## src/design/kac_pkg.sv

```systemverilog
// Shared types, constants and codes for the knob angle to controller change block.
`timescale 1ns / 1ps
`default_nettype none
package kac_pkg;

  // Fixed field widths
  localparam int KNOB_BITS     = 5;
  localparam int ANGLE_BITS    = 12;
  localparam int FRAC_BITS     = 16;
  localparam int GAIN_BITS     = 16;
  localparam int DEAD_BITS     = 12;
  localparam int CC_BITS       = 7;
  localparam int DISP_BITS     = 23;
  localparam int CFG_IDX_BITS  = 3;
  localparam int CFG_DATA_BITS = 16;

  // Derived arithmetic widths
  localparam int UP_SHIFT   = (FRAC_BITS > 16) ? (FRAC_BITS - 16) : 0;
  localparam int DOWN_SHIFT = (FRAC_BITS < 16) ? (16 - FRAC_BITS) : 0;
  localparam int PROD_W     = ANGLE_BITS + GAIN_BITS;
  localparam int MAG_W      = PROD_W + UP_SHIFT;
  localparam int KV_W       = CC_BITS + FRAC_BITS;
  localparam int ACC_W      = FRAC_BITS + 1;
  localparam int SUM_W      = ((MAG_W > KV_W) ? MAG_W : KV_W) + 2;
  localparam int STEP_W     = SUM_W - FRAC_BITS;

  localparam int QUEUE_DEPTH = 2;

  // Configuration register indexes
  localparam logic [CFG_IDX_BITS-1:0] CFG_GAIN_NORMAL = 3'd0;
  localparam logic [CFG_IDX_BITS-1:0] CFG_GAIN_DETENT = 3'd1;
  localparam logic [CFG_IDX_BITS-1:0] CFG_DEAD_BAND   = 3'd2;
  localparam logic [CFG_IDX_BITS-1:0] CFG_DETENT_LOW  = 3'd3;
  localparam logic [CFG_IDX_BITS-1:0] CFG_DETENT_HIGH = 3'd4;

  localparam logic [GAIN_BITS-1:0] RST_GAIN_NORMAL = 16'd2032;
  localparam logic [GAIN_BITS-1:0] RST_GAIN_DETENT = 16'd813;
  localparam logic [DEAD_BITS-1:0] RST_DEAD_BAND   = 12'd3;
  localparam logic [CC_BITS-1:0]   RST_DETENT_LOW  = 7'd60;
  localparam logic [CC_BITS-1:0]   RST_DETENT_HIGH = 7'd68;

  // CC modes
  localparam logic [1:0] MODE_ABS        = 2'd0;
  localparam logic [1:0] MODE_REL_TWOS   = 2'd1;
  localparam logic [1:0] MODE_REL_OFFSET = 2'd2;

  // Item classes set by the front end
  localparam logic [1:0] KIND_SKIP = 2'd0;  // knob out of range
  localparam logic [1:0] KIND_HOLD = 2'd1;  // resync or override hold
  localparam logic [1:0] KIND_MOVE = 2'd2;  // regular angle sample

  typedef struct packed {
    logic [KNOB_BITS-1:0]  knob_index;
    logic [ANGLE_BITS-1:0] angle;
    logic                  resync;
    logic                  override_hold;
    logic [1:0]            cc_mode;
    logic                  center_detent;
  } in_t;

  typedef struct packed {
    logic [KNOB_BITS-1:0] out_knob;
    logic                 cc_valid;
    logic [CC_BITS-1:0]   cc_value;
    logic                 display_valid;
    logic [DISP_BITS-1:0] display_value;
  } out_t;

  typedef struct packed {
    logic [GAIN_BITS-1:0] gain_normal;
    logic [GAIN_BITS-1:0] gain_detent;
    logic [DEAD_BITS-1:0] dead_band;
    logic [CC_BITS-1:0]   detent_low;
    logic [CC_BITS-1:0]   detent_high;
  } cfg_t;

  typedef struct packed {
    logic [KNOB_BITS-1:0]  knob;
    logic [1:0]            kind;
    logic [ANGLE_BITS-1:0] angle;
    logic [1:0]            mode;
    logic                  detent;
    logic [GAIN_BITS-1:0]  gain;
  } q_ent_t;

  // Per-knob value state
  typedef struct packed {
    logic [KV_W-1:0]         kv;
    logic signed [ACC_W-1:0] acc;
    logic [CC_BITS-1:0]      sent;
  } val_ent_t;

endpackage
`default_nettype wire

```

## src/design/kac_front.sv

```systemverilog
// Front end: takes input transactions, classifies them and picks the gain.
`timescale 1ns / 1ps
`default_nettype none
module kac_front #(
  parameter int NUM_KNOBS = 20
) (
  input  wire logic            clk,
  input  wire logic            rst_n,
  input  wire kac_pkg::cfg_t   cfg,
  input  wire logic            in_valid,
  output logic                 in_ready,
  input  wire kac_pkg::in_t    in_data,
  input  wire logic            q_full,
  output logic                 q_push,
  output kac_pkg::q_ent_t      q_ent
);

  logic            f_v_r;
  logic            f_v_nxt;
  kac_pkg::q_ent_t f_ent_r;
  kac_pkg::q_ent_t f_ent_nxt;
  logic            take;

  assign q_push   = f_v_r && !q_full;
  assign in_ready = !f_v_r || !q_full;
  assign take     = in_valid && in_ready;
  assign q_ent    = f_ent_r;

  always_comb begin
    f_ent_nxt.knob   = in_data.knob_index;
    f_ent_nxt.angle  = in_data.angle;
    f_ent_nxt.mode   = in_data.cc_mode;
    f_ent_nxt.detent = in_data.center_detent;
    f_ent_nxt.gain   = in_data.center_detent ? cfg.gain_detent : cfg.gain_normal;
    priority if (32'(in_data.knob_index) >= NUM_KNOBS) begin
      f_ent_nxt.kind = kac_pkg::KIND_SKIP;
    end else if (in_data.resync || in_data.override_hold) begin
      f_ent_nxt.kind = kac_pkg::KIND_HOLD;
    end else begin
      f_ent_nxt.kind = kac_pkg::KIND_MOVE;
    end
    f_v_nxt = take || (f_v_r && q_full);
  end

  always_ff @(posedge clk) begin
    if (!rst_n) begin
      f_v_r <= 1'b0;
    end else begin
      f_v_r <= f_v_nxt;
    end
  end

  always_ff @(posedge clk) begin
    if (take) begin
      f_ent_r <= f_ent_nxt;
    end
  end

endmodule
`default_nettype wire

```

## src/design/kac_queue.sv

```systemverilog
// Short queue between the front end and the back end.
`timescale 1ns / 1ps
`default_nettype none
module kac_queue (
  input  wire logic            clk,
  input  wire logic            rst_n,
  input  wire logic            push,
  input  wire kac_pkg::q_ent_t push_ent,
  output logic                 full,
  input  wire logic            pop,
  output logic                 q_valid,
  output kac_pkg::q_ent_t      q_ent
);

  localparam int QPW = (kac_pkg::QUEUE_DEPTH > 1) ? $clog2(kac_pkg::QUEUE_DEPTH) : 1;
  localparam int QCW = $clog2(kac_pkg::QUEUE_DEPTH + 1);
  localparam logic [QPW-1:0] LAST = QPW'(kac_pkg::QUEUE_DEPTH - 1);

  kac_pkg::q_ent_t ent_r [kac_pkg::QUEUE_DEPTH];
  logic [QPW-1:0]  wr_ptr_r, wr_ptr_nxt;
  logic [QPW-1:0]  rd_ptr_r, rd_ptr_nxt;
  logic [QCW-1:0]  cnt_r, cnt_nxt;
  logic            do_push;
  logic            do_pop;

  assign full    = (cnt_r == QCW'(kac_pkg::QUEUE_DEPTH));
  assign q_valid = (cnt_r != '0);
  assign q_ent   = ent_r[rd_ptr_r];
  assign do_push = push && !full;
  assign do_pop  = pop && q_valid;

  always_comb begin
    wr_ptr_nxt = wr_ptr_r;
    rd_ptr_nxt = rd_ptr_r;
    cnt_nxt    = cnt_r;
    if (do_push) begin
      wr_ptr_nxt = (wr_ptr_r == LAST) ? '0 : wr_ptr_r + 1'b1;
    end
    if (do_pop) begin
      rd_ptr_nxt = (rd_ptr_r == LAST) ? '0 : rd_ptr_r + 1'b1;
    end
    if (do_push && !do_pop) begin
      cnt_nxt = cnt_r + 1'b1;
    end else if (do_pop && !do_push) begin
      cnt_nxt = cnt_r - 1'b1;
    end
  end

  always_ff @(posedge clk) begin
    if (!rst_n) begin
      wr_ptr_r <= '0;
      rd_ptr_r <= '0;
      cnt_r    <= '0;
    end else begin
      wr_ptr_r <= wr_ptr_nxt;
      rd_ptr_r <= rd_ptr_nxt;
      cnt_r    <= cnt_nxt;
    end
  end

  always_ff @(posedge clk) begin
    if (do_push) begin
      ent_r[wr_ptr_r] <= push_ent;
    end
  end

endmodule
`default_nettype wire

```

## src/design/kac_back.sv

```systemverilog
// Back end: per-knob state memories, read stage, angle/gain stage, value update stage, result register.
`timescale 1ns / 1ps
`default_nettype none
module kac_back #(
  parameter int NUM_KNOBS = 20
) (
  input  wire logic            clk,
  input  wire logic            rst_n,
  input  wire kac_pkg::cfg_t   cfg,
  input  wire logic            q_valid,
  input  wire kac_pkg::q_ent_t q_ent,
  output logic                 q_pop,
  output logic                 out_valid,
  input  wire logic            out_ready,
  output kac_pkg::out_t        out_data
);

  localparam int KW     = (NUM_KNOBS > 1) ? $clog2(NUM_KNOBS) : 1;
  localparam int AB     = kac_pkg::ANGLE_BITS;
  localparam int FB     = kac_pkg::FRAC_BITS;
  localparam int DW     = AB + 2;
  localparam int MAG_W  = kac_pkg::MAG_W;
  localparam int KV_W   = kac_pkg::KV_W;
  localparam int ACC_W  = kac_pkg::ACC_W;
  localparam int SUM_W  = kac_pkg::SUM_W;
  localparam int STEP_W = kac_pkg::STEP_W;
  localparam int PROD_W = kac_pkg::PROD_W;
  localparam int CB     = kac_pkg::CC_BITS;

  localparam logic signed [DW-1:0]    HALF_TURN = DW'(1 << (AB - 1));
  localparam logic signed [DW-1:0]    FULL_TURN = DW'(1 << AB);
  localparam logic signed [SUM_W-1:0] MAX_V     = SUM_W'(127 * (1 << FB));
  localparam logic [KV_W-1:0]         CENTER_V  = KV_W'(64 * (1 << FB));

  // State memories
  logic [AB-1:0]         ang_mem [NUM_KNOBS];
  logic [NUM_KNOBS-1:0]  ang_vld_r;
  kac_pkg::val_ent_t     val_mem [NUM_KNOBS];
  logic [NUM_KNOBS-1:0]  val_vld_r;

  // Read stage
  logic                  pop;
  logic                  rd_en;
  logic [KW-1:0]         rd_addr;
  logic                  b_v_r;
  kac_pkg::q_ent_t       b_ent_r;
  logic [AB-1:0]         ang_rd_r;
  logic                  ang_rdv_r;
  kac_pkg::val_ent_t     val_rd_r;
  logic                  val_rdv_r;
  logic                  fwd_hit_r;
  kac_pkg::val_ent_t     fwd_r;

  // Angle and gain stage
  logic                  b_adv;
  logic [KW-1:0]         b_addr;
  logic [AB-1:0]         last_ang;
  logic signed [DW-1:0]  d_raw;
  logic signed [DW-1:0]  d_wrap;
  logic signed [DW-1:0]  d_abs;
  logic [AB-1:0]         absd;
  logic                  move_ok;
  logic                  ang_we;
  logic [PROD_W-1:0]     prod;
  logic [MAG_W-1:0]      mag;
  logic                  fwd_now;
  kac_pkg::val_ent_t     val_b;

  // Value stage
  logic                  c_v_r;
  logic [kac_pkg::KNOB_BITS-1:0] c_knob_r;
  logic                  c_act_r;
  logic [1:0]            c_mode_r;
  logic                  c_detent_r;
  logic                  c_neg_r;
  logic [MAG_W-1:0]      c_mag_r;
  kac_pkg::val_ent_t     c_val_r;
  logic                  c_adv;
  logic                  wr_en;
  logic [KW-1:0]         wr_addr;
  kac_pkg::val_ent_t     val_wr;

  logic signed [SUM_W-1:0] kv_s, mag_s, sc_s, vs, acc_s, acc_sum;
  logic [SUM_W-1:0]        acc_mag;
  logic                    acc_neg;
  logic [STEP_W-1:0]       stepm;
  logic [FB-1:0]           rem;
  logic signed [ACC_W-1:0] acc_new;
  logic                    gt64, gt63;
  logic [CB-1:0]           s7;
  logic [KV_W-1:0]         v_abs;
  logic [CB-1:0]           ip;
  logic                    cc_v;
  logic [CB-1:0]           cc_code;
  logic [KV_W-1:0]         disp;
  kac_pkg::out_t           res;

  // Result register
  logic                  out_v_r;
  kac_pkg::out_t         out_r;

  // ---------------- read stage ----------------
  // One item in the angle stage at a time: the next read sees its angle write.
  assign pop     = q_valid && !b_v_r;
  assign q_pop   = pop;
  assign rd_en   = pop && (q_ent.kind != kac_pkg::KIND_SKIP);
  assign rd_addr = KW'(q_ent.knob);

  always_ff @(posedge clk) begin
    if (rd_en) begin
      ang_rd_r  <= ang_mem[rd_addr];
      ang_rdv_r <= ang_vld_r[rd_addr];
      val_rd_r  <= val_mem[rd_addr];
      val_rdv_r <= val_vld_r[rd_addr];
      fwd_hit_r <= wr_en && (wr_addr == rd_addr);
      fwd_r     <= val_wr;
    end
    if (pop) begin
      b_ent_r <= q_ent;
    end
  end

  // ---------------- angle and gain stage ----------------
  assign b_adv  = b_v_r && (!c_v_r || c_adv);
  assign b_addr = KW'(b_ent_r.knob);

  always_comb begin
    last_ang = ang_rdv_r ? ang_rd_r : '0;
    d_raw    = signed'({2'b00, b_ent_r.angle}) - signed'({2'b00, last_ang});
    priority if (d_raw > HALF_TURN) begin
      d_wrap = d_raw - FULL_TURN;
    end else if (d_raw < -HALF_TURN) begin
      d_wrap = d_raw + FULL_TURN;
    end else begin
      d_wrap = d_raw;
    end
    d_abs   = d_wrap[DW-1] ? -d_wrap : d_wrap;
    absd    = d_abs[AB-1:0];
    move_ok = (b_ent_r.kind == kac_pkg::KIND_MOVE) && !(absd < cfg.dead_band);
    ang_we  = b_adv && (move_ok || (b_ent_r.kind == kac_pkg::KIND_HOLD));
    prod    = PROD_W'(absd) * PROD_W'(b_ent_r.gain);
    mag     = MAG_W'((MAG_W'(prod) << kac_pkg::UP_SHIFT) >> kac_pkg::DOWN_SHIFT);
    // Take the value write of the item leaving the value stage this cycle
    fwd_now = wr_en && (wr_addr == b_addr);
    priority if (fwd_now) begin
      val_b = val_wr;
    end else if (fwd_hit_r) begin
      val_b = fwd_r;
    end else if (val_rdv_r) begin
      val_b = val_rd_r;
    end else begin
      val_b = '0;
    end
  end

  always_ff @(posedge clk) begin
    if (ang_we) begin
      ang_mem[b_addr] <= b_ent_r.angle;
    end
  end

  always_ff @(posedge clk) begin
    if (b_adv) begin
      c_knob_r   <= b_ent_r.knob;
      c_act_r    <= move_ok;
      c_mode_r   <= b_ent_r.mode;
      c_detent_r <= b_ent_r.detent;
      c_neg_r    <= d_wrap[DW-1];
      c_mag_r    <= mag;
      c_val_r    <= val_b;
    end
  end

  // ---------------- value stage ----------------
  assign c_adv   = c_v_r && (!out_v_r || out_ready);
  assign wr_en   = c_adv && c_act_r;
  assign wr_addr = KW'(c_knob_r);

  always_comb begin
    kv_s    = signed'({{(SUM_W - KV_W){1'b0}}, c_val_r.kv});
    mag_s   = signed'({{(SUM_W - MAG_W){1'b0}}, c_mag_r});
    sc_s    = c_neg_r ? -mag_s : mag_s;
    vs      = kv_s + sc_s;
    acc_s   = {{(SUM_W - ACC_W){c_val_r.acc[ACC_W-1]}}, c_val_r.acc};
    acc_sum = acc_s + sc_s;
    acc_neg = acc_sum[SUM_W-1];
    acc_mag = acc_neg ? unsigned'(-acc_sum) : unsigned'(acc_sum);
    stepm   = acc_mag[SUM_W-1:FB];
    rem     = acc_mag[FB-1:0];
    acc_new = acc_neg ? -signed'({1'b0, rem}) : signed'({1'b0, rem});
    gt64    = stepm > STEP_W'(64);
    gt63    = stepm > STEP_W'(63);
    s7      = stepm[CB-1:0];

    // absolute mode: clamp, then snap inside the detent window
    priority if (vs[SUM_W-1]) begin
      v_abs = '0;
    end else if (vs > MAX_V) begin
      v_abs = MAX_V[KV_W-1:0];
    end else begin
      v_abs = vs[KV_W-1:0];
    end
    ip = v_abs[KV_W-1:FB];
    if (c_detent_r && (ip >= cfg.detent_low) && (ip <= cfg.detent_high)) begin
      v_abs = CENTER_V;
      ip    = 7'd64;
    end

    val_wr  = c_val_r;
    cc_code = '0;
    cc_v    = 1'b0;
    if (c_mode_r == kac_pkg::MODE_ABS) begin
      val_wr.kv   = v_abs;
      val_wr.sent = ip;
      disp        = v_abs;
      cc_v        = (ip != c_val_r.sent);
      cc_code     = ip;
    end else begin
      val_wr.kv  = vs[KV_W-1:0];
      val_wr.acc = acc_new;
      disp       = vs[KV_W-1:0];
      unique case (c_mode_r)
        kac_pkg::MODE_REL_TWOS: begin
          cc_v = (stepm != '0);
          if (!acc_neg) begin
            cc_code = gt64 ? 7'd64 : s7;
          end else begin
            cc_code = gt63 ? 7'd65 : CB'(8'd128 - {1'b0, s7});
          end
        end
        kac_pkg::MODE_REL_OFFSET: begin
          cc_v = (stepm != '0);
          if (!acc_neg) begin
            cc_code = gt63 ? 7'd127 : CB'(8'd64 + {1'b0, s7});
          end else begin
            cc_code = gt64 ? 7'd0 : CB'(8'd64 - {1'b0, s7});
          end
        end
        default: begin
          // unused mode: state still moves, no message
          cc_v    = 1'b0;
          cc_code = '0;
        end
      endcase
    end

    res.out_knob      = c_knob_r;
    res.cc_valid      = c_act_r && cc_v;
    res.cc_value      = (c_act_r && cc_v) ? cc_code : '0;
    res.display_valid = c_act_r;
    res.display_value = c_act_r ? kac_pkg::DISP_BITS'(disp) : '0;
  end

  always_ff @(posedge clk) begin
    if (wr_en) begin
      val_mem[wr_addr] <= val_wr;
    end
    if (c_adv) begin
      out_r <= res;
    end
  end

  // ---------------- control ----------------
  always_ff @(posedge clk) begin
    if (!rst_n) begin
      b_v_r     <= 1'b0;
      c_v_r     <= 1'b0;
      out_v_r   <= 1'b0;
      ang_vld_r <= '0;
      val_vld_r <= '0;
    end else begin
      b_v_r   <= pop || (b_v_r && !b_adv);
      c_v_r   <= b_adv || (c_v_r && !c_adv);
      out_v_r <= c_adv || (out_v_r && !out_ready);
      if (ang_we) begin
        ang_vld_r[b_addr] <= 1'b1;
      end
      if (wr_en) begin
        val_vld_r[wr_addr] <= 1'b1;
      end
    end
  end

  assign out_valid = out_v_r;
  assign out_data  = out_r;

endmodule
`default_nettype wire

```

## src/design/knob_angle_to_midi_cc_core.sv

```systemverilog
// Top level: configuration registers, front end, queue and back end.
//
// Turns absolute knob angle samples into controller change values. Each
// input transaction yields exactly one result transaction. The back end
// takes no new item until the last has left the angle stage: the per-knob
// angle store is read when an item is popped and written as it leaves; the
// next item's read waits for that write. The front end takes one item per
// cycle while the queue has room, so bursts are absorbed. A result is
// registered in the front end, queue, read stage, value stage and result
// register. Per-knob state starts at zero after reset through valid bits;
// there is no clearing pass. Write configuration only while idle.
`timescale 1ns / 1ps
`default_nettype none
module knob_angle_to_midi_cc_core #(
  parameter int NUM_KNOBS = 20
) (
  input  wire logic                                 clk,
  input  wire logic                                 rst_n,
  input  wire logic                                 in_valid,
  output logic                                      in_ready,
  input  wire kac_pkg::in_t                         in_data,
  output logic                                      out_valid,
  input  wire logic                                 out_ready,
  output kac_pkg::out_t                             out_data,
  input  wire logic                                 cfg_we,
  input  wire logic [kac_pkg::CFG_IDX_BITS-1:0]     cfg_index,
  input  wire logic [kac_pkg::CFG_DATA_BITS-1:0]    cfg_data
);

  kac_pkg::cfg_t   cfg_r;
  kac_pkg::cfg_t   cfg_nxt;
  logic            q_full;
  logic            q_push;
  kac_pkg::q_ent_t push_ent;
  logic            q_pop;
  logic            q_valid;
  kac_pkg::q_ent_t q_ent;

  always_comb begin
    cfg_nxt = cfg_r;
    if (cfg_we) begin
      unique case (cfg_index)
        kac_pkg::CFG_GAIN_NORMAL: cfg_nxt.gain_normal = cfg_data;
        kac_pkg::CFG_GAIN_DETENT: cfg_nxt.gain_detent = cfg_data;
        kac_pkg::CFG_DEAD_BAND:   cfg_nxt.dead_band   = cfg_data[kac_pkg::DEAD_BITS-1:0];
        kac_pkg::CFG_DETENT_LOW:  cfg_nxt.detent_low  = cfg_data[kac_pkg::CC_BITS-1:0];
        kac_pkg::CFG_DETENT_HIGH: cfg_nxt.detent_high = cfg_data[kac_pkg::CC_BITS-1:0];
        default: cfg_nxt = cfg_r;  // drop writes to unknown indexes
      endcase
    end
  end

  always_ff @(posedge clk) begin
    if (!rst_n) begin
      cfg_r.gain_normal <= kac_pkg::RST_GAIN_NORMAL;
      cfg_r.gain_detent <= kac_pkg::RST_GAIN_DETENT;
      cfg_r.dead_band   <= kac_pkg::RST_DEAD_BAND;
      cfg_r.detent_low  <= kac_pkg::RST_DETENT_LOW;
      cfg_r.detent_high <= kac_pkg::RST_DETENT_HIGH;
    end else begin
      cfg_r <= cfg_nxt;
    end
  end

  kac_front #(
    .NUM_KNOBS (NUM_KNOBS)
  ) u_front (
    .clk      (clk),
    .rst_n    (rst_n),
    .cfg      (cfg_r),
    .in_valid (in_valid),
    .in_ready (in_ready),
    .in_data  (in_data),
    .q_full   (q_full),
    .q_push   (q_push),
    .q_ent    (push_ent)
  );

  kac_queue u_queue (
    .clk      (clk),
    .rst_n    (rst_n),
    .push     (q_push),
    .push_ent (push_ent),
    .full     (q_full),
    .pop      (q_pop),
    .q_valid  (q_valid),
    .q_ent    (q_ent)
  );

  kac_back #(
    .NUM_KNOBS (NUM_KNOBS)
  ) u_back (
    .clk       (clk),
    .rst_n     (rst_n),
    .cfg       (cfg_r),
    .q_valid   (q_valid),
    .q_ent     (q_ent),
    .q_pop     (q_pop),
    .out_valid (out_valid),
    .out_ready (out_ready),
    .out_data  (out_data)
  );

endmodule
`default_nettype wire

```

## config.mk

```make
export PLATFORM = sky130hd
export DESIGN_NAME = knob_angle_to_midi_cc_core
export DESIGN_NICKNAME = d
export VERILOG_FILES = /design/src/design/kac_pkg.sv /design/src/design/kac_front.sv /design/src/design/kac_queue.sv /design/src/design/kac_back.sv /design/src/design/knob_angle_to_midi_cc_core.sv
export SDC_FILE = /design/constraint.sdc
export NUM_CORES = 2
export LEC_CHECK = 0
export BUFFER_PORTS_ARGS = -buffer_cell sky130_fd_sc_hd__clkbuf_2
export CAP_MARGIN = 10
export CORE_MARGIN = 2
export CORE_UTILIZATION = 40
export CTS_CLUSTER_DIAMETER = 30
export DETAILED_ROUTE_END_ITERATION = 8
export GPL_TIMING_DRIVEN = 0
export SLEW_MARGIN = 5
export SYNTH_ARGS = -nofsm -noshare
export SYNTH_HDL_FRONTEND = slang
export SYNTH_SLANG_ARGS = --single-unit
```

## constraint.sdc

```tcl
create_clock -name clk -period 15 [get_ports clk]
set_input_delay 4.5 -clock clk [delete_from_list [all_inputs] [get_ports clk]]
set_output_delay 4.5 -clock clk [all_outputs]
set_load 0.01 [all_outputs]
```

==> reports/summary.txt <==
Avg Cell Area, Syn = 12.0 um2
Sequential fraction of the synthesis area = 63.7%
Ys Warns = 0
Ports = 85
First-pass GRT wire length = 339 mm
CP endpoint kind = register
Worst r2r dst = u_back.c_mag_r[26]
Relative slew margins = 8.41%
Worst slew pin tran = 1.37 ns
Rows = 161
Main synth FF type = edfxtp_1
Reg-to-Reg Start = u_back.b_ent_r[20]
CP top delay family = compound AO/OA/AOI/OAI gates
Async SR Flop Fraction = 0%
Fin crit period = 11.47 ns
WHS Endpoint = u_back.c_detent_r
Final Hold Vio Count = 0
Fmax = 87.2 MHz
Initial antenna violation count = 9
Min-delay src = u_back.b_ent_r[16]
Grt total ovfl = 0
Post-synth EDFFs = 1563
Avg WL per Cell = 23.7 um
Crit. Startpoint = u_back.b_ent_r[20]
Slowest CP cell = edfxtp_1
Detailed Route WL = 231 mm
Hold Buf Count CTS = 0
Gr usage total = 23.0%
WHS Path Cells = 0
CTS tree = done
Final Skew = 0.112 ns
Nets = 7313
Post-route DRC = 0
Vias = 54300
Post-Syn Nets = 6761
Post-DRT Antenna Nets = 0
Worst-Skew Late Latency = 0.95 ns
Worst min path class = register to register
Die footprint = 0.196 mm2
Max-slew violations = 0
Clock Tree Root = clkbuf_16
Drt first-iter violations = 5675
Outcome = finished clean
Clock slew at the register clock pins of the worst setup and hold paths = 0.05 ns
R2R depth = 37
Fraction of layout cells with a size suffix above 1 = 13.4%
Core Box Area = 0.192 mm2
Initial Utilization = 40.1%
Synthesized area = 0.0770 mm2
Worst-path maximum fanout = 22
Vias per cell = 5.55
CP Launch Type = register
Cells after Synth = 6407
Largest net degree at the start of global routing = 49
Clock sinks = 1670
Post-DP HPWL = 165 mm
RSZ-0062 raised after global routing = no
Critical path type = register to register
Vias in the first global route = 53100
CTS Buf Count = 365
Worst Path Buf+Inv = 4
Yosys cell types = 88
Setup Viol. Count Final = 0
Area Growth Syn to Fin = 22.9%
H-tree levels = 5
CP max stage delay = 0.95 ns
First-pass detailed-route iteration total = 6
Post-CTS setup buffers = 0
Die width = 443 um
Worst hold slack = 0.426 ns
CTS resizes = 0
Reg2Reg Setup Slack = 3.53 ns
MaxCap Viol Count = 0
Critical path required time = 15.60 ns
Arrival time of the worst setup path = 12.08 ns
Clock Path Buffers = 4
Die height = 443 um
RD Place Congestion = 0.887
Port Buffers = 83
Flop and latch count out of synthesis = 1670
Fin crit share = 76.5%
==> synth_stat cells (8+ instances only) <==
cell	count	area share [%]
nand3b_1	8	0.078
a21oi_1	99	0.64
a31o_2	61	0.69
a22oi_1	43	0.42
nor4_1	11	0.089
xnor2_1	99	1.1
dfxtp_1	107	2.8
nor3_1	47	0.31
o21a_1	79	0.77
or2_2	16	0.13
mux2i_1	11	0.14
nor2_1	162	0.79
inv_1	261	1.3
a211oi_1	68	0.66
ha_1	165	2.7
edfxtp_1	1563	61
a31oi_1	73	0.59
nand2b_1	38	0.31
fa_1	143	3.7
a21o_1	33	0.32
nor3b_1	8	0.078
a221oi_1	9	0.10
a311oi_1	181	2.1
o21bai_1	8	0.078
or4_1	11	0.11
and2_1	95	0.77
buf_1	39	0.19
nand4_1	13	0.11
o21ai_0	137	0.89
clkbuf_1	320	1.6
nand2_1	1593	7.8
nor2b_1	39	0.32
xor2_1	45	0.51
or3_1	23	0.19
a21boi_0	57	0.56
o41ai_1	10	0.11
nand3_1	407	2.6
mux2_2	54	0.79
and3_1	132	1.1
o31ai_1	17	0.17
o211ai_1	19	0.19
==> worst register-to-register path, delay by kind of cell, from the launching register on <==
kind | cells | cell delay [ns]
compound gates | 20 | 4.02
xor+xnor | 2 | 1.03
fa+ha+maj | 7 | 3.09
buf+inv | 4 | 0.74
flops | 1 | 0.95
simple gates | 4 | 1.34
==> worst max-delay path by stage <==
stage                                         to  slack [ns]  depth (start not counted)
final                         u_back.c_mag_r[26]        3.53                         37
after global routing          u_back.c_mag_r[26]        2.72                         40
after CTS                     u_back.c_mag_r[26]        3.51                         40
after detailed placement      u_back.c_mag_r[26]        3.58                         40
after global placement    u_back.val_mem[12][27]       -1.04                          7
after floorplan             u_back.val_mem[4][0]        4.21                          6
==> area by class of cell <==
type	count	area (um2)
Antenna cell	6	15.0
Buffer	361	1360
Clock buffer	420	9560
Clock inverter	232	2660
Fill cell	16400	97400
Inverter	264	993
Multi-Input combinational cell	4112	25900
Sequential cell	1670	49100
Tap cell	2526	3160
Timing Repair Buffer	185	1870
==> state kept, by name (all words and copies together) (netlist names), 2 cells and up, named ones only <==
signal,flops
u_back.ang_rd_r,12
u_back.fwd_r,47
u_back.acc_s,17
u_back.ang_vld_r,20
u_back.out_data,37
u_back.val_vld_r,20
u_queue.cnt_r,2
u_back.c_val_r,30
u_queue.ent_r,76
u_back.b_addr,5
u_back.ang_mem,240
u_front.q_ent,38
u_back.c_knob_r,5
u_back.b_ent_r,33
u_back.val_rd_r,47
u_back.c_mode_r,2
cfg_r,58
u_back.val_mem,940
u_back.c_mag_r,28
==> per-layer routing <==
layer / vias up / GRT usage [%] / part of all wire [%]
met5: - / 0 / 0.014
met4: 4 / 11.1 / 4.9
met3: 563 / 3.96 / 7.3
met2: 2375 / 36.4 / 46
met1: 26900 / 30.7 / 42
li1: 24400 / - / -
==> kinds of logic (layout without fill, tap and decap cells) <==
group	Yosys count	after routing	share of synthesized area (%)
DFF	1670	1670	63.7
adders and majority gates	308	308	6.40
other	0	6	0
muxes	68	68	1.01
buffers and inverters	625	1462	3.05
and+or+nand+nor	2634	2634	15.1
xor gates and xnor gates	144	144	1.64
AOI/OAI and AO/OA	958	958	9.02
==> stage by stage <==
step	setup WS, ns	cell area [um2]	util (%)	setup TNS [ns]	std cells
finish	3.53	94600	49.3	0	9776
global route	2.72	94600	49.3	0	9771
CTS	3.51	94600	49.3	0	9770
detailed placement	3.58	82400	42.9	0	9118
global placement	-1.04	80600	42.0	-139.51	9016
floorplan	4.21	77000	-	0	6407
==> cells in the final DEF, fill, tap and decap left out, types with 29 or more instances in the layout <==
cell type and n:
nor3_1 42, bufinv_16 53, dfxtp_1 107, a31oi_1 72, nand2b_1 38, a21boi_0 57, a31o_2 61, nand2_1 1593
nand3_1 407, edfxtp_1 1563, clkbuf_16 373, inv_1 259, a311oi_1 181, o21ai_0 121, xor2_1 45, and2_1 94
xnor2_1 99, mux2_2 54, buf_8 30, nor2_1 124, buf_12 29, ha_1 165, a21oi_1 98, a21o_1 33
buf_1 39, clkinvlp_4 31, nor2b_1 29, clkbuf_2 84, fa_1 143, clkbuf_1 361, and3_1 131, clkinv_1 53
a22oi_1 43, a211oi_1 68, clkinv_2 63, o21a_1 79
Power is not shown: default switching activity piles up to over one toggle a cycle in this logic, so the estimate is an artifact.
